$ cat config.mk
export PLATFORM = sky130hd
export DESIGN_NAME = utf8_char_reader_with_position
export DESIGN_NICKNAME = d
export VERILOG_FILES = /design/src/hw/rtl/u8cr_pkg.sv /design/src/hw/rtl/u8cr_front.sv /design/src/hw/rtl/u8cr_back.sv /design/src/hw/rtl/utf8_char_reader_with_position.sv
export SDC_FILE = /design/constraint.sdc
export NUM_CORES = 1
export LEC_CHECK = 0
export ABC_AREA = 1
export BUFFER_PORTS_ARGS = -buffer_cell sky130_fd_sc_hd__buf_4
export CORE_UTILIZATION = 63
export CTS_BUF_LIST = sky130_fd_sc_hd__clkbuf_8
export DETAILED_ROUTE_END_ITERATION = 7
export GPL_ROUTABILITY_DRIVEN = 0
export PLACE_DENSITY = 0.8
export SKIP_CTS_REPAIR_TIMING = 1
export SYNTH_ARGS = -nofsm -noshare
export SYNTH_HDL_FRONTEND = slang
export SYNTH_SLANG_ARGS = --single-unit
$ cat constraint.sdc
create_clock -name clk_i -period 9 [get_ports clk_i]
set_input_delay 0 -clock clk_i [delete_from_list [all_inputs] [get_ports clk_i]]
set_output_delay 0 -clock clk_i [all_outputs]
set_load 0.1 [all_outputs]
$ cat src/hw/rtl/u8cr_pkg.sv
package u8cr_pkg;

  // Field widths of the result item.
  localparam int unsigned CP_W       = 21;
  localparam int unsigned LINE_NUM_W = 20;
  localparam int unsigned COL_NUM_W  = 16;

  // Default widths of the position counters.
  localparam int unsigned DEFAULT_LINE_BITS   = 20;
  localparam int unsigned DEFAULT_COLUMN_BITS = 16;

  // Input marker codes.
  localparam logic [1:0] MARKER_DATA = 2'd0;
  localparam logic [1:0] MARKER_END  = 2'd1;

  // Result kinds.
  localparam logic [1:0] KIND_CHAR  = 2'd0;
  localparam logic [1:0] KIND_ERROR = 2'd1;
  localparam logic [1:0] KIND_END   = 2'd2;

  // Error codes.
  localparam logic [2:0] ERR_NONE = 3'd0;
  localparam logic [2:0] ERR_NUL  = 3'd1;
  localparam logic [2:0] ERR_BAD  = 3'd2;
  localparam logic [2:0] ERR_BOM  = 3'd3;
  localparam logic [2:0] ERR_IO   = 3'd4;

  // Character constants.
  localparam logic [7:0]      ASCII_END = 8'h80;
  localparam logic [7:0]      CHAR_LF   = 8'h0A;
  localparam logic [7:0]      CONT_LO   = 8'h80;
  localparam logic [7:0]      CONT_HI   = 8'hBF;
  localparam logic [CP_W-1:0] BOM_CP    = 21'h00FEFF;

  // Classification of a multi-byte sequence.
  localparam logic [1:0] CLS_INVALID = 2'd0;
  localparam logic [1:0] CLS_PARTIAL = 2'd1;
  localparam logic [1:0] CLS_DONE    = 2'd2;

  typedef struct packed {
    logic [7:0] data_byte;
    logic [1:0] marker;
  } in_item_t;

  typedef struct packed {
    logic [1:0]            kind;
    logic [CP_W-1:0]       code_point;
    logic [LINE_NUM_W-1:0] line_number;
    logic [COL_NUM_W-1:0]  column_number;
    logic [2:0]            error_code;
    logic                  last;
  } out_item_t;

  // Operation of a queued item, as sorted by the front end.
  typedef enum logic [1:0] {
    OP_BYTE,
    OP_END,
    OP_FAIL
  } op_e;

  typedef struct packed {
    op_e        op;
    logic [7:0] data;
  } q_item_t;

  // Up to four pending bytes, entry 0 is the oldest.
  typedef logic [3:0][7:0] byte_vec_t;

  typedef struct packed {
    logic [1:0]      status;
    logic [CP_W-1:0] cp;
    logic [2:0]      width;
  } cls_t;

  // Classify the n bytes at p whose lead byte is at least 0x80.
  function automatic cls_t classify(input byte_vec_t p, input logic [2:0] n);
    cls_t       r;
    logic [2:0] need;
    logic [7:0] lo;
    logic [7:0] hi;
    logic [7:0] l;
    logic [7:0] h;
    logic       ok;
    r    = '0;
    need = 3'd0;
    lo   = CONT_LO;
    hi   = CONT_HI;
    ok   = 1'b1;
    if (p[0] inside {[8'hC2:8'hDF]}) begin
      need = 3'd2;
    end else if (p[0] inside {[8'hE0:8'hEF]}) begin
      need = 3'd3;
    end else if (p[0] inside {[8'hF0:8'hF4]}) begin
      need = 3'd4;
    end else begin
      ok = 1'b0;
    end
    // Narrowed second-byte ranges rule out overlong forms, surrogates and
    // values above the last plane.
    case (p[0])
      8'hE0:   lo = 8'hA0;
      8'hED:   hi = 8'h9F;
      8'hF0:   lo = 8'h90;
      8'hF4:   hi = 8'h8F;
      default: ;
    endcase
    for (int i = 1; i < 4; i++) begin
      l = (i == 1) ? lo : CONT_LO;
      h = (i == 1) ? hi : CONT_HI;
      if ((3'(i) < need) && (3'(i) < n) && ((p[i] < l) || (p[i] > h))) begin
        ok = 1'b0;
      end
    end
    if (!ok) begin
      r.status = CLS_INVALID;
    end else if (n < need) begin
      r.status = CLS_PARTIAL;
    end else begin
      r.status = CLS_DONE;
      r.width  = need;
      case (need)
        3'd2:    r.cp = {10'd0, p[0][4:0], p[1][5:0]};
        3'd3:    r.cp = {5'd0, p[0][3:0], p[1][5:0], p[2][5:0]};
        default: r.cp = {p[0][2:0], p[1][5:0], p[2][5:0], p[3][5:0]};
      endcase
    end
    return r;
  endfunction

endpackage

$ cat src/hw/rtl/u8cr_front.sv
module u8cr_front (
  input  logic                clk_i,
  input  logic                rst_ni,
  input  logic                in_valid_i,
  output logic                in_ready_o,
  input  u8cr_pkg::in_item_t  in_item_i,
  output logic                q_valid_o,
  output u8cr_pkg::q_item_t   q_item_o,
  input  logic                q_pop_i
);
  import u8cr_pkg::*;

  localparam int unsigned QDepth = 2;
  localparam int unsigned PtrW   = $clog2(QDepth);

  q_item_t              mem_q [QDepth];
  logic [PtrW-1:0]      wr_ptr_q;
  logic [PtrW-1:0]      wr_ptr_d;
  logic [PtrW-1:0]      rd_ptr_q;
  logic [PtrW-1:0]      rd_ptr_d;
  logic [PtrW:0]        count_q;
  logic [PtrW:0]        count_d;
  logic                 push;
  logic                 pop;
  q_item_t              new_item;

  // Sort the incoming item into a byte, an end or a failure.
  always_comb begin
    new_item.data = in_item_i.data_byte;
    if (in_item_i.marker == MARKER_DATA) begin
      new_item.op = OP_BYTE;
    end else if (in_item_i.marker == MARKER_END) begin
      new_item.op = OP_END;
    end else begin
      new_item.op = OP_FAIL;
    end
  end

  assign in_ready_o = (count_q != (PtrW + 1)'(QDepth));
  assign push       = in_valid_i && in_ready_o;
  assign pop        = q_pop_i && (count_q != '0);
  assign q_valid_o  = (count_q != '0);
  assign q_item_o   = mem_q[rd_ptr_q];

  // Queue pointers and fill level.
  always_comb begin
    wr_ptr_d = wr_ptr_q;
    rd_ptr_d = rd_ptr_q;
    count_d  = count_q;
    if (push) begin
      wr_ptr_d = (wr_ptr_q == PtrW'(QDepth - 1)) ? '0 : wr_ptr_q + 1'b1;
    end
    if (pop) begin
      rd_ptr_d = (rd_ptr_q == PtrW'(QDepth - 1)) ? '0 : rd_ptr_q + 1'b1;
    end
    if (push && !pop) begin
      count_d = count_q + 1'b1;
    end else if (pop && !push) begin
      count_d = count_q - 1'b1;
    end
  end

  always_ff @(posedge clk_i or negedge rst_ni) begin
    if (!rst_ni) begin
      wr_ptr_q <= '0;
      rd_ptr_q <= '0;
      count_q  <= '0;
    end else begin
      wr_ptr_q <= wr_ptr_d;
      rd_ptr_q <= rd_ptr_d;
      count_q  <= count_d;
    end
  end

  // Queue storage.
  always_ff @(posedge clk_i) begin
    if (push) begin
      mem_q[wr_ptr_q] <= new_item;
    end
  end

endmodule

$ cat src/hw/rtl/u8cr_back.sv
module u8cr_back #(
  parameter int unsigned LINE_BITS   = u8cr_pkg::DEFAULT_LINE_BITS,
  parameter int unsigned COLUMN_BITS = u8cr_pkg::DEFAULT_COLUMN_BITS
) (
  input  logic                clk_i,
  input  logic                rst_ni,
  input  logic                q_valid_i,
  input  u8cr_pkg::q_item_t   q_item_i,
  output logic                q_pop_o,
  output logic                out_valid_o,
  input  logic                out_ready_i,
  output u8cr_pkg::out_item_t out_item_o
);
  import u8cr_pkg::*;

  localparam logic [1:0] ST_IDLE   = 2'd0;
  localparam logic [1:0] ST_DECODE = 2'd1;
  localparam logic [1:0] ST_FAIL   = 2'd2;
  localparam logic [1:0] ST_END    = 2'd3;

  localparam logic [LINE_BITS-1:0]   LineMax = {{(LINE_BITS - 1){1'b1}}, 1'b0};
  localparam logic [COLUMN_BITS-1:0] ColMax  = {{(COLUMN_BITS - 1){1'b1}}, 1'b0};

  logic [1:0]             state_q;
  logic [1:0]             state_d;
  byte_vec_t              buf_q;
  byte_vec_t              buf_d;
  logic [2:0]             cnt_q;
  logic [2:0]             cnt_d;
  logic                   flush_q;
  logic                   flush_d;
  logic                   fail_q;
  logic                   fail_d;
  logic [LINE_BITS-1:0]   line_q;
  logic [LINE_BITS-1:0]   line_d;
  logic [COLUMN_BITS-1:0] col_q;
  logic [COLUMN_BITS-1:0] col_d;
  logic [2:0]             lw_q;
  logic [2:0]             lw_d;
  logic                   nl_q;
  logic                   nl_d;
  logic                   out_valid_q;
  logic                   out_valid_d;
  out_item_t              out_q;

  logic [LINE_BITS-1:0]   adv_line;
  logic [COLUMN_BITS-1:0] adv_col;
  logic [COLUMN_BITS:0]   col_sum;
  cls_t                   cls;
  cls_t                   rem_cls;
  byte_vec_t              rem;
  logic [2:0]             rem_cnt;
  logic                   rem_hold;
  logic [2:0]             src;
  logic [2:0]             step_w;
  logic                   step_nl;
  logic                   hold;
  logic                   emit;
  logic                   upd_pos;
  logic                   can_step;
  logic                   want_load;
  out_item_t              res;

  // Pending position advance, applied before every consumed unit.
  always_comb begin
    col_sum = {1'b0, col_q} + (COLUMN_BITS + 1)'(lw_q);
    if (nl_q) begin
      adv_line = (line_q != LineMax) ? line_q + 1'b1 : line_q;
      adv_col  = '0;
    end else begin
      adv_line = line_q;
      adv_col  = (col_sum > {1'b0, ColMax}) ? ColMax : col_sum[COLUMN_BITS-1:0];
    end
  end

  assign can_step = !out_valid_q || out_ready_i;

  // One decoding step on the head of the pending bytes.
  always_comb begin
    cls       = classify(buf_q, cnt_q);
    step_w    = 3'd0;
    step_nl   = 1'b0;
    hold      = 1'b0;
    emit      = 1'b0;
    upd_pos   = 1'b0;
    res.kind          = KIND_CHAR;
    res.code_point    = '0;
    res.line_number   = LINE_NUM_W'({1'b0, adv_line} + 1'b1);
    res.column_number = COL_NUM_W'({1'b0, adv_col} + 1'b1);
    res.error_code    = ERR_NONE;
    res.last          = 1'b0;
    case (state_q)
      ST_DECODE: begin
        upd_pos = 1'b1;
        if (buf_q[0] < ASCII_END) begin
          step_w = 3'd1;
          emit   = 1'b1;
          if (buf_q[0] == 8'h00) begin
            res.kind       = KIND_ERROR;
            res.error_code = ERR_NUL;
          end else begin
            res.code_point = CP_W'(buf_q[0]);
            step_nl        = (buf_q[0] == CHAR_LF);
          end
        end else if ((cls.status == CLS_PARTIAL) && !flush_q) begin
          hold    = 1'b1;
          upd_pos = 1'b0;
        end else if (cls.status != CLS_DONE) begin
          step_w         = 3'd1;
          emit           = 1'b1;
          res.kind       = KIND_ERROR;
          res.error_code = ERR_BAD;
        end else if (cls.cp == BOM_CP) begin
          // A byte order mark at the very start is dropped silently; elsewhere it is reported as an error.
          step_w         = cls.width;
          emit           = (adv_line != '0) || (adv_col != '0);
          res.kind       = KIND_ERROR;
          res.error_code = ERR_BOM;
        end else begin
          step_w         = cls.width;
          emit           = 1'b1;
          res.code_point = cls.cp;
        end
      end
      ST_FAIL: begin
        upd_pos        = 1'b1;
        emit           = 1'b1;
        res.kind       = KIND_ERROR;
        res.error_code = ERR_IO;
      end
      ST_END: begin
        upd_pos  = 1'b1;
        emit     = 1'b1;
        res.kind = KIND_END;
        res.last = 1'b1;
      end
      default: ;
    endcase

    // Bytes left after this step, and whether they give a result now.
    for (int j = 0; j < 4; j++) begin
      src    = 3'(j) + step_w;
      rem[j] = src[2] ? 8'h00 : buf_q[src[1:0]];
    end
    rem_cnt  = cnt_q - step_w;
    rem_cls  = classify(rem, rem_cnt);
    rem_hold = rem[0][7] && (rem_cls.status == CLS_PARTIAL);
    if (state_q == ST_DECODE) begin
      res.last = !flush_q && ((rem_cnt == 3'd0) || rem_hold);
    end
  end

  // Sequencer, with a new item taken as soon as the current one is done.
  always_comb begin
    state_d   = state_q;
    buf_d     = buf_q;
    cnt_d     = cnt_q;
    flush_d   = flush_q;
    fail_d    = fail_q;
    want_load = 1'b0;
    q_pop_o   = 1'b0;
    case (state_q)
      ST_IDLE: want_load = 1'b1;
      ST_DECODE: begin
        if (can_step) begin
          buf_d = rem;
          cnt_d = rem_cnt;
          if (hold) begin
            want_load = 1'b1;
          end else if (rem_cnt == 3'd0) begin
            if (flush_q) begin
              state_d = fail_q ? ST_FAIL : ST_END;
            end else begin
              want_load = 1'b1;
            end
          end else if (!flush_q && rem_hold) begin
            want_load = 1'b1;
          end
        end
      end
      ST_FAIL: begin
        if (can_step) begin
          state_d = ST_END;
        end
      end
      ST_END: begin
        if (can_step) begin
          want_load = 1'b1;
        end
      end
      default: state_d = ST_IDLE;
    endcase

    if (want_load) begin
      state_d = ST_IDLE;
      buf_d   = rem;
      cnt_d   = rem_cnt;
      if (q_valid_i) begin
        q_pop_o = 1'b1;
        if (q_item_i.op == OP_BYTE) begin
          buf_d[rem_cnt[1:0]] = q_item_i.data;
          cnt_d               = rem_cnt + 1'b1;
          flush_d             = 1'b0;
          state_d             = ST_DECODE;
        end else begin
          flush_d = 1'b1;
          fail_d  = (q_item_i.op == OP_FAIL);
          if (rem_cnt != 3'd0) begin
            state_d = ST_DECODE;
          end else begin
            state_d = (q_item_i.op == OP_FAIL) ? ST_FAIL : ST_END;
          end
        end
      end
    end
  end

  // Position bookkeeping for each consumed unit.
  always_comb begin
    line_d = line_q;
    col_d  = col_q;
    lw_d   = lw_q;
    nl_d   = nl_q;
    if (upd_pos && can_step) begin
      line_d = adv_line;
      col_d  = adv_col;
      lw_d   = step_w;
      nl_d   = step_nl;
    end
  end

  // Output register holds a result until the receiver takes it; the decoder stalls while it is full and not taken.
  always_comb begin
    out_valid_d = out_valid_q;
    if (emit && can_step) begin
      out_valid_d = 1'b1;
    end else if (out_ready_i) begin
      out_valid_d = 1'b0;
    end
  end

  always_ff @(posedge clk_i or negedge rst_ni) begin
    if (!rst_ni) begin
      state_q     <= ST_IDLE;
      cnt_q       <= '0;
      flush_q     <= 1'b0;
      fail_q      <= 1'b0;
      line_q      <= '0;
      col_q       <= '0;
      lw_q        <= '0;
      nl_q        <= 1'b0;
      out_valid_q <= 1'b0;
    end else begin
      state_q     <= state_d;
      cnt_q       <= cnt_d;
      flush_q     <= flush_d;
      fail_q      <= fail_d;
      line_q      <= line_d;
      col_q       <= col_d;
      lw_q        <= lw_d;
      nl_q        <= nl_d;
      out_valid_q <= out_valid_d;
    end
  end

  // Pending bytes and result payload.
  always_ff @(posedge clk_i) begin
    buf_q <= buf_d;
    if (emit && can_step) begin
      out_q <= res;
    end
  end

  assign out_valid_o = out_valid_q;
  assign out_item_o  = out_q;

endmodule

$ cat src/hw/rtl/utf8_char_reader_with_position.sv
// UTF-8 character reader with source position.
// The input channel takes one source byte per transfer, or an end marker,
// or an input failure marker. The output channel gives one result per
// transfer: a decoded code point, an error report or an end report, each
// with its 1-based line and byte column; last marks the final result that
// an input item causes. Items that only start a multi-byte sequence, or
// that only drop a leading byte order mark, give no result.
// A two-entry queue sits between the input side and the decoder. An input
// item passes through the queue and the decoder's byte buffer, and its
// result is registered in the output register. The decoder takes the next
// item in the step that finishes the current one, so clean text runs at
// one byte per cycle while the receiver takes results.
// Reset empties the queue, drops held bytes and returns the position to the
// first line and column. When the receiver stalls, the result holds in the
// output register, the decoder waits, and the queue fills before the input
// side deasserts ready.
module utf8_char_reader_with_position #(
  parameter int unsigned LINE_BITS   = u8cr_pkg::DEFAULT_LINE_BITS,
  parameter int unsigned COLUMN_BITS = u8cr_pkg::DEFAULT_COLUMN_BITS
) (
  input  logic                clk_i,
  input  logic                rst_ni,
  input  logic                in_valid_i,
  output logic                in_ready_o,
  input  u8cr_pkg::in_item_t  in_item_i,
  output logic                out_valid_o,
  input  logic                out_ready_i,
  output u8cr_pkg::out_item_t out_item_o
);
  import u8cr_pkg::*;

  logic    q_valid;
  logic    q_pop;
  q_item_t q_item;

  // Front end: accept and sort input items into the queue.
  u8cr_front u_front (
    .clk_i      (clk_i),
    .rst_ni     (rst_ni),
    .in_valid_i (in_valid_i),
    .in_ready_o (in_ready_o),
    .in_item_i  (in_item_i),
    .q_valid_o  (q_valid),
    .q_item_o   (q_item),
    .q_pop_i    (q_pop)
  );

  // Back end: decode, track position and drive results.
  u8cr_back #(
    .LINE_BITS   (LINE_BITS),
    .COLUMN_BITS (COLUMN_BITS)
  ) u_back (
    .clk_i       (clk_i),
    .rst_ni      (rst_ni),
    .q_valid_i   (q_valid),
    .q_item_i    (q_item),
    .q_pop_o     (q_pop),
    .out_valid_o (out_valid_o),
    .out_ready_i (out_ready_i),
    .out_item_o  (out_item_o)
  );

endmodule

Word level (Yosys, flattened, before mapping)
Memories as Yosys holds them, arrays and structs flattened.
Cells that the tools add are included.
{ "classes": {"magnitude_cmp": 46, "add_sub_neg": 13, "eq_ne": 27, "muxes": 125, "n_reduce_logical": 61, "n_bitwise": 1} }
{ "ops": {"columns": ["cell", "n"], "rows": [
  ["32-bit two-way mux", 5],
  ["8-bit two-way mux", 10],
  ["8-bit binary-select mux with 2-bit select", 4],
  ["8-bit equality test (second input constant)", 8],
  ["3-bit two-way mux", 18],
  ["8-bit >= comparator (second input constant)", 6],
  ["8-bit <= comparator (second input constant)", 6],
  ["24-bit two-way mux", 2],
  ["6-bit one-hot mux with 2 select lines", 4],
  ["1-bit two-way mux", 46],
  ["23-bit two-way mux", 2],
  ["21-bit two-way mux", 2],
  ["21-bit one-hot mux with 2 select lines", 1],
  ["20-bit by 1-bit adder with 20-bit output (second input constant)", 2],
  ["8-bit < comparator (second input constant)", 5],
  ["20-bit two-way mux", 2],
  ["2-bit two-way mux", 19],
  ["32-bit bitwise mux", 1],
  ["8-bit greater-than comparator (second input constant)", 4],
  ["16-bit two-way mux", 2],
  ["1-bit logical AND", 29],
  ["2-bit by 3-bit < comparator with 1-bit output (first input constant)", 8],
  ["21-bit by 16-bit equality test with 1-bit output (second input constant)", 1],
  ["20-bit != test (second input constant)", 1],
  ["44 further kinds", 85]
]} }
{ "totals": {"inputBits": 14, "mem_bits_rw": 20, "out_inout_bits": 65, "mem_count": 1, "ff_bits": 147, "wordCells": 296} }
{ "mem_list": {"columns": ["memory", "depth", "width", "rd", "rd_ports_with_merged_regs", "write_ports", "line", "rtl"], "rows": [
  ["u_front.mem_q", 2, 10, 1, 0, 1, "u8cr_front.sv:16", "q_item_t mem_q [QDepth];"]
]} }

Depth between registers and ports, before layout
Gate-level depths: netlist of the first run.
{ "logic_depth": {"depth_word": 45, "mapped_depth": 43, "ltp_nobuf": 42} }

Modules after synthesis
From an unflattened synthesis of the first run, not the netlist that was laid out.
{ "unflattened": {"hier_cells": 1506, "area_unflattened_um2": 11617.4} }
{ "modules_own_cells": {"columns": ["mod", "seq_area_each_um2", "area_each_um2", "cells_each", "instances"], "rows": [
  ["u8cr_back", 4053.9, 10631.4, 1422, 1],
  ["u8cr_front", 700.7, 985.9, 84, 1]
]} }

Worst setup path before layout of the first run
No wires, ideal clock.
{ "synth_timing": {"kind": "register -> register", "startpoint": "register u_back.lw_q[0]", "endpoint": "register u_back.out_q (netlist bit u_back.out_item_o[0]), enable pin", "setup_slack_ns": 2.620, "t_arrival_ns": 5.896, "path_stages_with_launch": 29, "period_less_slack_ns": 6.380, "path_buffers": 0, "setup_time_ns": 0.484, "required_time_ns": 8.516, "path_cell_list": "dfrtp_1 -> ha_1 -> fa_1 -> nand3_1 -> nand2_1 -> nand3_1 -> nor3_1 -> nand3_1 -> nor2_1 -> nand2_1 -> nor2_1 -> xor2_1 -> nor3_1 -> nand4_1 -> nand2_2 -> inv_1 -> nand2_1 -> nor2_1 -> inv_1 -> ha_1 -> nand4_1 -> nor4_1 -> nand3b_1 -> nor4_1 -> nand3_1 -> nor2_1 -> nand4_1 -> o21bai_1 -> nor2_1"} }
{ "synth_between": {"elab_chain_len": 12} }
{ "synth_lines": {"columns": ["item", "line", "rtl"], "rows": [
  ["start: declaration", "u8cr_back.sv:38", "logic [2:0] lw_q;"],
  ["start signal: assignment", "u8cr_back.sv:260", "lw_q <= lw_d;"],
  ["16-bit by 3-bit adder with 17-bit output (*)", "u8cr_back.sv:66", "col_sum = {1'b0, col_q} + (COLUMN_BITS + 1)'(lw_q);"],
  ["17-bit by 16-bit greater-than comparator with 1-bit output", "u8cr_back.sv:72", "adv_col = (col_sum > {1'b0, ColMax}) ? ColMax : col_sum[COLUMN_BITS-1:0];"],
  ["16-bit two-way mux (*)", "u8cr_back.sv:72", null],
  ["16-bit two-way mux (*)", "u8cr_back.sv:67", "if (nl_q) begin"],
  ["named net u_back.adv_col[0]", "u8cr_back.sv:47", "logic [COLUMN_BITS-1:0] adv_col;"],
  ["16-bit nonzero test (*)", "u8cr_back.sv:116", "emit = (adv_line != '0) || (adv_col != '0);"],
  ["1-bit logical OR (*)", "u8cr_back.sv:116", null],
  ["1-bit two-way mux (*)", "u8cr_back.sv:113", "end else if (cls.cp == BOM_CP) begin"],
  ["1-bit two-way mux (*)", "u8cr_back.sv:108", "end else if (cls.status != CLS_DONE) begin"],
  ["1-bit two-way mux (*)", "u8cr_back.sv:105", "end else if ((cls.status == CLS_PARTIAL) && !flush_q) begin"],
  ["1-bit two-way mux (*)", "u8cr_back.sv:95", "if (buf_q[0] < ASCII_END) begin"],
  ["1-bit one-hot mux with 2 select lines (*)", "u8cr_back.sv:92", "case (state_q)"],
  ["1-bit logical AND (*)", "u8cr_back.sv:269", "if (emit && can_step) begin"],
  ["end signal: assignment", "u8cr_back.sv:270", "out_q <= res;"],
  ["end: declaration", "u8cr_back.sv:44", "out_item_t out_q;"]
]} }
The timed path passes the listed nets; every way through them passes the cells marked *.
A chain may end at the register's enable or synchronous reset.

Worst setup path in the final report of the first run
{ "layout_timing": {"startpoint": "register u_back.buf_q[7] (netlist name)", "endpoint": "register u_front.count_q[1]"} }
{ "layout_between": {"elab_chain_len": 45, "elab_cells_between_ends": 132, "classes_between": "add/sub: 4; order compare: 32; eq/ne: 11; mux: 54; reduce/logical: 31"} }
{ "layout_lines": {"columns": ["item", "line", "rtl"], "rows": [
  ["start: declaration", "u8cr_back.sv:26", "byte_vec_t buf_q;"],
  ["start signal: assignment", "u8cr_back.sv:268", "buf_q <= buf_d;"],
  ["8-bit >= comparator / 8-bit <= comparator (equally long branches)", "u8cr_pkg.sv:93", "end else if (p[0] inside {[8'hF0:8'hF4]}) begin"],
  ["1-bit logical AND", "u8cr_pkg.sv:93", null],
  ["3-bit two-way mux", "u8cr_pkg.sv:93", null],
  ["3-bit two-way mux", "u8cr_pkg.sv:91", "end else if (p[0] inside {[8'hE0:8'hEF]}) begin"],
  ["3-bit two-way mux", "u8cr_pkg.sv:89", "if (p[0] inside {[8'hC2:8'hDF]}) begin"],
  ["1-bit by 3-bit < comparator with 1-bit output", "u8cr_pkg.sv:110", "if ((3'(i) < need) && (3'(i) < n) && ((p[i] < l) || (p[i] > h))) begin"],
  ["1-bit logical AND (2 in series)", "u8cr_pkg.sv:110", null],
  ["1-bit two-way mux (3 in series)", "u8cr_pkg.sv:110", null],
  ["(+26 left out)", null, null],
  ["1-bit two-way mux (*)", "u8cr_back.sv:168", "if (hold) begin"],
  ["1-bit two-way mux (*)", "u8cr_back.sv:165", "if (can_step) begin"],
  ["1-bit one-hot mux with 3 select lines (*)", "u8cr_back.sv:162", "case (state_q)"],
  ["1-bit two-way mux (*)", "u8cr_back.sv:194", "if (want_load) begin"],
  ["1-bit logical AND (*)", "u8cr_front.sv:41", "assign pop = q_pop_i && (count_q != '0);"],
  ["1-bit zero test", "u8cr_front.sv:56", "if (push && !pop) begin"],
  ["1-bit logical AND", "u8cr_front.sv:56", null],
  ["2-bit two-way mux / 2-bit nonzero test (equally long branches)", null, null],
  ["end signal: assignment", "u8cr_front.sv:71", "count_q <= count_d;"],
  ["end: declaration", "u8cr_front.sv:21", "logic [PtrW:0] count_q;"]
]} }
Every way passes the cells marked *; elsewhere a longest branch is shown, timed or not. The select of a mux whose other input is x is not followed.

==> summary.txt, run 1 <==
Timing
  – Minimum clock period: around 7200 ps
  – F_max: 138.5 MHz
  – Slew Limit Headroom: 23.04%
  – Least-Margin Pin Slew: 1152 ps
  – Endpoints failing setup: 0
  – Worst setup margin: about 1800 ps
  – Clock skew: ~20 ps
  – Final hold vios: 0
  – Final critical-path share of the clock period: 80.24%
  – Pins Over Slew Limit: 0
  – Final setup TNS: 0 ps
  – RSZ-0062 raised after global routing: false

Place
  – Placement Setup Slack: 1957 ps
  – HPWL after DPL: ~21000 um
  – I/O Buffers: 78

Global route
  – Total track usage: between 30% and 40%
  – Pin count of the biggest net entering global routing: 72
  – Grt ovf: 0
  – Initial antenna violation count: 0
  – First-pass GRT wire length: about 47000 um
  – Vias in the first global route: around 9500

Floorplanning
  – I/O pins: just under 80
  – Die area: ~0.018 mm^2
  – Core Box Area: around 0.017 mm^2
  – Die Y: roughly 140 um
  – Die W: roughly 140 um
  – Initial Utilization: approximately two thirds
  – FP Rows: 48

Synthesis
  – Syn avg cell area: 7.664 um^2
  – Synth Register Bits: ~170
  – Post-Syn Area: 0.01129 mm^2
  – Syn nets: approximately 1500
  – Post-synth cell types: 53
  – Synth async-reset ratio: between 30% and 40%
  – Yosys warnings: 0
  – Sequential fraction of the synthesis area: roughly 42%
  – Mapped Cells: 1473
  – Synth Flop Type: edfxtp_1
  – Number of synthesized flops with an enable pin: 115

Setup path
  – Startpoint types: register
  – R2r endpoint: u_front.count_q[1]
  – CP peak stage delay: between 500 and 600 ps
  – CP Class: register to register
  – Reg-to-Reg Start: u_back.buf_q[7]
  – Required time of the critical path: 9350 ps
  – R2r worst-path depth: 33
  – Cell mode on critical path: nand2_1
  – Slowest CP cell: nand2_4
  – R2R Setup Slk: 1780 ps
  – Worst-path maximum fanout: 40
  – CP arrival: 7570 ps
  – Nature of the critical path endpoint: register

Drt
  – DR WL/cell: roughly 16 um
  – Initial DRC Count: ~1100
  – Antenna-violating nets left: 0
  – DR pass1 iterations: 6
  – WL final: ~29000 um
  – DRC: 0
  – Vias: 10400
  – Avg Vias per Cell: between 5 and 6

Clock tree
  – Cts bufs inserted: 17
  – Clk slew on worst S/H paths: about 100 ps
  – Root Buffer: clkbuf_8
  – Clk Latency, worst-skew pair: approximately 460 ps
  – Clk sinks: roughly 170
  – H-Tree Depth: 4
  – CTS tree: yes
  – CTS max path bufs: 2

Status
  – Status: completed

Cells and area
  – FILL cells: between 1000 and 1500
  – Share of layout cells above drive strength 1: 10.17%
  – Ant diodes: 0
  – P&R area growth vs syn: 9.941%
  – Layout Nets: around 1600

Hold path
  – Worst Hold Class: input pin to asynchronous set/reset pin

Flow run
  – Number of max-cap violations: 0
==> how the worst max path moves through the flow <==
stage                    start                   end  slack (ps)  cells after the start
2_1_floorplan   u_back.lw_q[0]  u_back.out_item_o[0]        2620                     28
3_3_place_gp   u_back.buf_q[7]    u_front.count_q[1]        2290                     36
3_5_place_dp   u_back.buf_q[7]    u_front.count_q[1]        1960                     33
4_1_cts        u_back.buf_q[7]    u_front.count_q[1]        1950                     33
5_1_grt        u_back.buf_q[7]    u_front.count_q[1]        1230                     36
6_report       u_back.buf_q[7]    u_front.count_q[1]        1780                     33
==> critical path, delay by kind of cell, from the launching register on <==
family / cells / cell delay, ps
AOI/OAI and AO/OA: 4 / 610
xor gates and xnor gates: 1 / 140
adders and majority gates: 4 / 1370
buffers and inverters: 5 / 1100
DFF: 1 / 470
and+or+nand+nor: 19 / 3430
==> placed cells by master (no fill, tap or decap), types with 9 or more instances in the layout <==
cell type	count
a21oi_1	27
buf_4	81
clkbuf_8	17
dfrtp_1	52
dlygate4sd3_1	13
edfxtp_1	115
ha_1	34
inv_1	162
inv_2	14
nand2_1	352
nand2_2	9
nand3_1	121
nand4_1	21
nor2_1	130
nor3_1	29
o21ai_0	170
o21ai_1	35
o22ai_1	10
xnor2_1	15
xor2_1	49
==> per-stage QoR <==
stage | cell area [um^2] | hold WS, ps | cells | utilization [%]
global route | 12410 | 150.7 | 1768 | 71.26
floorplan | 11290 | -295.6 | 1473 | -
CTS | 12280 | -412.4 | 1755 | 70.52
detailed placement | 11920 | 81.89 | 1723 | 68.41
finish | 12410 | 96.43 | 1768 | 71.26
global placement | 11920 | 83.52 | 1723 | 68.41
==> routing by layer <==
metal,global-route usage (%),wire length [um]
met1,42.61,11760
met2,52.41,13710
met5,0,0
met3,5.145,2229
met4,18.21,1440
==> cells in the mapped netlist (3+ instances only) <==
library cell,instances,share of area (%)
nor2_1,132,4.4
o221ai_1,3,0.23
nand2_2,9,0.50
nor4_1,8,0.44
buf_2,7,0.31
clkinv_1,3,0.10
xor2_1,49,3.8
nand3_1,121,5.4
buf_4,4,0.27
xnor2_1,15,1.2
nor2_2,6,0.33
buf_6,6,0.60
mux2i_1,7,0.62
nand3b_1,5,0.33
edfxtp_1,115,31
ha_1,34,3.8
a21o_1,3,0.20
nand4_1,21,1.2
a211oi_1,4,0.27
nor2_4,4,0.40
inv_1,159,5.3
dfrtp_1,52,12
o21ai_1,35,1.6
a21oi_1,27,1.2
inv_2,14,0.47
o21ai_0,170,7.5
nor3_1,29,1.3
nand2_1,352,12
clkbuf_1,38,1.3
o22ai_1,10,0.55
==> kinds of logic (layout without fill, tap and decap cells) <==
kind of cell               Yosys count  in the layout  share of synthesized area, %
and+or+nand+nor                    700            700                         27.12
AOI/OAI and AO/OA                  265            265                         12.49
buffers and inverters              233            303                         8.423
DFF                                167            167                         42.11
xor gates and xnor gates            65             65                         5.109
adders and majority gates           36             36                         4.123
muxes                                7              7                        0.6207
==> flip-flops by register name, summed over array words and instances, names as in the netlist <==
| signal | cells |
|---|---|
| u_front.wr_ptr_q | 1 |
| u_front.count_q | 2 |
| u_back.lw_q | 3 |
| u_front.rd_ptr_q | 1 |
| u_back.flush_q | 1 |
| u_back.cnt_q | 3 |
| u_back.out_item_o | 63 |
| u_back.fail_q | 1 |
| u_back.state_q | 2 |
| u_front.mem_q | 20 |
| u_back.buf_q | 32 |
| u_back.nl_q | 1 |
| u_back.line_q | 20 |
| u_back.col_q | 16 |
| u_back.out_valid_o | 1 |
==> final cells by class <==
| cell class | count | area, um^2 | share of cell area, % |
|---|---|---|---|
| flip-flops and latches | 167 | 4755 | 38.31 |
| clock inverters | 15 | 132.6 | 1.069 |
| multi-input cells | 1073 | 5599 | 45.11 |
| inverters | 177 | 671.9 | 5.413 |
| well taps | 225 | 281.5 | 2.268 |
| repair buffers | 94 | 738.2 | 5.948 |
| clock buffers | 17 | 234.0 | 1.885 |
Power of run 1 is left out: the tool's default activity adds up to more than one toggle a clock period on the data nets, which glitch-free logic cannot reach.
==> run 2, diff against run 1 <==
- ABC_AREA: 1 -> 0
- CORE_UTILIZATION: 63 -> 57
- PLACE_DENSITY: 0.8 -> 0.76
- clock period: 9 -> 5.9 ns (I/O delays scaled with it)
==> summary.txt, run 2 <==
Clock tree
  – CTS tree: yes (unchanged)
  – Clk slew on worst S/H paths: 100 ps (about the same)
  – Cts bufs inserted: 17 (unchanged)
  – Clk Latency, worst-skew pair: 470 ps (was 460 ps)
  – Clk sinks: 167 (unchanged)
  – CTS max path bufs: 2 (unchanged)
  – Root Buffer: clkbuf_8 (unchanged)
  – H-Tree Depth: 4 (unchanged)

Cells and area
  – Ant diodes: 0 (unchanged)
  – Max reg flops: 63 (unchanged)
  – Share of layout cells above drive strength 1: 24.14% (was 10.17%)
  – Layout Nets: 1284 (was 1580)
  – P&R area growth vs syn: 20.36% (was 9.941%)
  – Commonest non-fill, non-tap cells in the layout: 165 x buf_4, 120 x nand2_1, 115 x edfxtp_1, 94 x nor2_1, 52 x dfrtp_1 (was 352 x nand2_1, 170 x o21ai_0, 162 x inv_1, 130 x nor2_1, 121 x nand3_1)
  – FILL cells: 1386 (was 1392)
  – Commonest non-fill, non-tap cell in the layout: buf_4 (was nand2_1)

Timing
  – Final setup TNS: -122.9 ps (was 0 ps)
  – Final critical-path share of the clock period: 100.3% (was 80.24%)
  – Minimum clock period: 5920 ps (was 7222 ps)
  – Clock skew: 18.70 ps (was 20.03 ps)
  – Pins Over Slew Limit: 0 (unchanged)
  – Worst setup margin: -19.88 ps (was 1778 ps)
  – Slew Limit Headroom: 39.62% (was 23.04%)
  – F_max: 168.9 MHz (was 138.5 MHz)
  – Least-Margin Pin Slew: 903.5 ps (was 1152 ps)
  – Final hold vios: 0 (unchanged)
  – Endpoints failing setup: 12 (was 0)

Drt
  – WL final: 29660 um (was 29140 um)
  – DR WL/cell: 20.03 um (was 16.48 um)
  – Avg Vias per Cell: 6.448 (was 5.885)
  – Vias: 9549 (was 10400)
  – Initial DRC Count: 1430 (was 1118)
  – Antenna-violating nets left: 0 (unchanged)
  – DRC: 0 (unchanged)
  – DR pass1 iterations: 6 (unchanged)

Setup path
  – Startpoint types: register (unchanged)
  – CP arrival: 6100 ps (was 7570 ps)
  – Worst-path maximum fanout: 8 (was 40)
  – R2r worst-path depth: 22 (was 33)
  – R2R Setup Slk: -20 ps (was 1780 ps)
  – Reg-to-Reg Start: u_back.buf_q[1] (was u_back.buf_q[7])
  – Nature of the critical path endpoint: register (unchanged)
  – R2r endpoint: u_back.buf_q[7] (was u_front.count_q[1])
  – Required time of the critical path: 6080 ps (was 9350 ps)
  – CP Class: register to register (unchanged)

Status
  – Failing checks: setup timing
  – Status: complete, but fails checks (was completed)

Synthesis
  – Number of synthesized flops with an enable pin: 115 (unchanged)
  – Yosys top cell area share: 31.68% (was 30.59%)
  – Post-synth cell types: 99 (was 53)
  – Synth Flop Type: edfxtp_1 (unchanged)
  – Synth async-reset ratio: 31.14% (unchanged)
  – Sequential fraction of the synthesis area: 43.61% (was 42.11%)
  – Post-Syn Area: 0.01090 mm^2 (was 0.01129 mm^2)
  – Synth top area cells: edfxtp_1 32%, dfrtp_1 12%, mux2i_1 4.8% (was edfxtp_1 31%, nand2_1 12%, dfrtp_1 12%)
  – Synth Register Bits: 167 (unchanged)
  – Largest area contributor in the netlist: edfxtp_1 (unchanged)
  – Top-count cell post-synth: nand2_1 (unchanged)
  – Syn avg cell area: 10.12 um^2 (was 7.664 um^2)
  – Synth cell count leaders: 120 x nand2_1, 115 x edfxtp_1, 97 x nor2_1 (was 352 x nand2_1, 170 x o21ai_0, 159 x inv_1)
  – Syn nets: 1127 (was 1523)
  – Yosys warnings: 0 (unchanged)
  – Mapped Cells: 1077 (was 1473)

Global route
  – Grt ovf: 0 (unchanged)
  – Initial antenna violation count: 0 (unchanged)
  – Pin count of the biggest net entering global routing: 53 (was 72)
  – Vias in the first global route: 8345 (was 9517)
  – Total track usage: 29.03% (was 32.77%)
  – First-pass GRT wire length: 44420 um (was 46960 um)

Hold path
  – Worst Hold Class: input pin to asynchronous set/reset pin (unchanged)

Flow run
  – Number of max-cap violations: 0 (unchanged)

Floorplanning
  – Initial Utilization: 58.28% (was 64.82%)
  – Die W: 140.3 um (was 135.9 um)
  – I/O pins: 79 (unchanged)
  – FP Rows: 50 (was 48)
  – Die area: 0.01968 mm^2 (was 0.01846 mm^2)
  – Die Y: 140.3 um (was 135.9 um)
  – Core Box Area: 0.01871 mm^2 (was 0.01742 mm^2)

Place
  – HPWL after DPL: 20520 um (was 21180 um)
  – I/O Buffers: 78 (unchanged)
-- run 2: final cells by class --
class,count,area [um^2],share of cell area [%]
inverter,38,155.1,1.182
timing repair inverter,1,8.758,0.06675
timing repair buffer,186,1468,11.19
sequential,167,4755,36.24
multi-input combinational,823,6046,46.08
clock buffer,18,247.7,1.888
clock inverter,14,148.9,1.135
tap,234,292.8,2.231
-- run 2: routing by layer --
layer / vias up / routed length, um / GRT usage [%]
met2: 598 / 13270 / 43.34
li1: 4316 / - / -
met5: - / 0 / 0
met1: 4517 / 12360 / 41.31
met4: 0 / 1060 / 10.53
met3: 118 / 2968 / 6.735
-- run 2: critical path: stages (launching register included) --
cell and delay (ps):
edfxtp_1 520, buf_4 220, nor4_4 330, nand2_1 120
ha_1 340, o221ai_4 150, a211o_4 350, buf_4 160
nor4_4 610, mux2i_1 210, a211oi_2 400, nor3_1 90
a31oi_1 180, nor3_1 80, ha_1 300, o2111a_1 190
a311o_1 180, o211ai_2 110, nor4_4 270, a31o_4 250
buf_4 130, nand4_4 190, mux2i_1 220
-- run 2: worst max-delay path by stage --
stage	from	to	slack (ps)	cells after the start
after floorplan	u_back.buf_q[4]	u_front.count_q[1]	-90	32
after global placement	u_back.buf_q[0]	u_front.count_q[1]	-20	24
after detailed placement	u_back.buf_q[0]	u_front.count_q[1]	-280	23
after CTS	u_back.buf_q[0]	u_front.count_q[1]	-340	24
after global routing	u_back.buf_q[1]	u_back.buf_q[13]	-120	21
final	u_back.buf_q[1]	u_back.buf_q[7]	-20	22
-- run 2: stage by stage --
stage / instances / worst slack (ps) / hold WS [ps] / utilization (%) / area (um^2)
global placement: 1395 / -19.91 / 88.98 / 64.07 / 11990
finish: 1481 / -19.88 / 109.4 / 70.15 / 13120
floorplan: 1077 / -93.40 / -295.6 / - / 10920
global route: 1481 / -124.3 / 163.3 / 70.15 / 13120
CTS: 1427 / -340.4 / -419.3 / 66.19 / 12380
detailed placement: 1395 / -283.0 / 89.41 / 64.07 / 11990
-- run 2: cells by family (layout without fill, tap and decap cells) --
group / Yosys count / count (layout) / share of synthesized area, %
xor gates and xnor gates: 78 / 78 / 6.266
adders and majority gates: 36 / 36 / 4.270
buffers and inverters: 87 / 257 / 3.535
AOI/OAI and AO/OA: 201 / 201 / 13.39
DFF: 167 / 167 / 43.61
muxes: 73 / 73 / 8.080
and+or+nand+nor: 435 / 435 / 20.84
Power of run 2 is left out for the same reason.
==> run 3, diff against run 2 <==
- HOLD_SLACK_MARGIN: default -> 0.1
- SETUP_SLACK_MARGIN: default -> 0.15
==> summary.txt, run 3 (synthesized netlist as in run 2, its figures left out) <==
Status
  – Status: complete, but fails checks (unchanged)
  – Failing checks: setup timing (unchanged)

Setup path
  – CP arrival: 6110 ps (was 6100 ps)
  – Required time of the critical path: 6110 ps (was 6080 ps)
  – Startpoint types: register (unchanged)
  – Nature of the critical path endpoint: register (unchanged)
  – Worst-path maximum fanout: 7 (was 8)
  – CP Class: register to register (unchanged)

Floorplanning
  – I/O pins: 79 (unchanged)
  – Core Box Area: 0.01871 mm^2 (unchanged)
  – Initial Utilization: 58.28% (unchanged)
  – Die Y: 140.3 um (unchanged)
  – FP Rows: 50 (unchanged)
  – Die area: 0.01968 mm^2 (unchanged)
  – Die W: 140.3 um (unchanged)

Global route
  – Vias in the first global route: 8425 (was 8345)
  – Initial antenna violation count: 0 (unchanged)
  – First-pass GRT wire length: 44500 um (was 44420 um)
  – Pin count of the biggest net entering global routing: 61 (was 53)
  – Grt ovf: 0 (unchanged)
  – Total track usage: 29.08% (was 29.03%)

Hold path
  – Worst Hold Class: input pin to asynchronous set/reset pin (unchanged)

Cells and area
  – Final core occ: 70.45% (was 70.15%)
  – Register area: 0.004755 mm^2 (unchanged)
  – Design Area, Final: 0.01318 mm^2 (was 0.01312 mm^2)
  – Max reg flops: 63 (unchanged)
  – Layout Nets: 1281 (was 1284)
  – FILL cells: 1376 (was 1386)
  – Share of layout cells above drive strength 1: 25.24% (was 24.14%)
  – P&R area growth vs syn: 20.88% (was 20.36%)
  – Multi-input logic area: 0.006122 mm^2 (was 0.006046 mm^2)
  – Commonest non-fill, non-tap cells in the layout: 153 x buf_4, 118 x nand2_1, 115 x edfxtp_1, 93 x nor2_1, 52 x dfrtp_1 (was 165 x buf_4, 120 x nand2_1, 115 x edfxtp_1, 94 x nor2_1, 52 x dfrtp_1)
  – Ant diodes: 0 (unchanged)
  – Commonest non-fill, non-tap cell in the layout: buf_4 (unchanged)

Drt
  – Antenna-violating nets left: 0 (unchanged)
  – DR pass1 iterations: 6 (unchanged)
  – DR WL/cell: 20.13 um (was 20.03 um)
  – Initial DRC Count: 1318 (was 1430)
  – Avg Vias per Cell: 6.433 (was 6.448)
  – DRC: 0 (unchanged)
  – WL final: 29760 um (was 29660 um)
  – Vias: 9508 (was 9549)

Clock tree
  – Cts bufs inserted: 17 (unchanged)
  – CTS max path bufs: 2 (unchanged)
  – Clk slew on worst S/H paths: 100 ps (about the same)
  – Root Buffer: clkbuf_8 (unchanged)
  – Clk sinks: 167 (unchanged)
  – H-Tree Depth: 4 (unchanged)
  – CTS tree: yes (unchanged)
  – Clk Latency, worst-skew pair: 470 ps (about the same)

Timing
  – Least-Margin Pin Slew: 862.6 ps (was 903.5 ps)
  – Slew Limit Headroom: 42.49% (was 39.62%)
  – Clock skew: 19.96 ps (was 18.70 ps)
  – F_max: 169.4 MHz (was 168.9 MHz)
  – Final critical-path share of the clock period: 100.1% (was 100.3%)
  – RSZ-0062 raised after global routing: true
  – Worst setup margin: -4.639 ps (was -19.88 ps)
  – Final setup TNS: -6.018 ps (was -122.9 ps)
  – Final hold vios: 0 (unchanged)
  – Pins Over Slew Limit: 0 (unchanged)
  – Endpoints failing setup: 2 (was 12)
  – Minimum clock period: 5905 ps (was 5920 ps)

Place
  – HPWL after DPL: 20470 um (was 20520 um)
  – I/O Buffers: 78 (unchanged)
  – Placement Setup Slack: -26.73 ps (was -283.0 ps)
  – Cell Area, Placed: 0.01199 mm^2 (about the same)

Flow run
  – Number of max-cap violations: 0 (unchanged)
-- run 3: path summary, 6_finish.rpt --
kind / start / endpoint / slack, ps / cells past startpoint
hold / removal: rst_ni / u_back.line_q[5] / 110 / 2
min in group clk_i: in_item_i[6] / u_front.mem_q[1][4] / 250 / 2
hold reg to reg: u_front.count_q[1] / u_front.count_q[1] / 490 / 1
setup reg to reg: u_back.buf_q[5] / u_back.buf_q[4] / -5 / 23
max in group asynchronous: rst_ni / u_front.count_q[0] / 5300 / 2
setup / recovery: u_back.buf_q[5] / u_back.buf_q[4] / -5 / 23
-- run 3: layout make-up --
class	count	area share (%)
Inverter	38	1.196
Clock buffer	17	1.776
Sequential cell	167	36.08
Tap cell	234	2.222
Multi-Input combinational cell	823	46.46
Timing Repair Buffer	184	11.37
Clock inverter	15	0.8925
-- run 3: routing by layer --
| metal | global-route usage (%) | part of all wire [%] | up-vias |
|---|---|---|---|
| met4 | 11.74 | 3.4 | 0 |
| met1 | 41.50 | 41 | 4510 |
| met2 | 43.18 | 45 | 586 |
| met5 | 0 | 0 | - |
| li1 | - | - | 4291 |
| met3 | 6.154 | 11 | 121 |
-- run 3: worst max-delay path, cell delays in order, from the launching register on --
cell and delay [ps]:
edfxtp_1 580, nand4_1 310, or2_4 330, ha_2 220
or3_1 370, o22ai_4 210, nand2b_4 100, o41ai_4 320
buf_4 210, buf_6 100, buf_6 90, and2_4 140
o32ai_2 90, or4_4 440, or2_4 270, ha_4 260
nor2_1 50, o32ai_2 270, o211ai_2 150, nor4_4 310
a31o_4 290, nand4_4 150, buf_12 210, mux2i_2 150
-- run 3: per-stage QoR --
stage	instances	hold WS [ps]
floorplan	1077	-295.6
global placement	1395	91.46
detailed placement	1395	88.51
CTS	1427	-431.7
global route	1478	165.4
finish	1478	109.1
Power of run 3 is left out for the same reason.
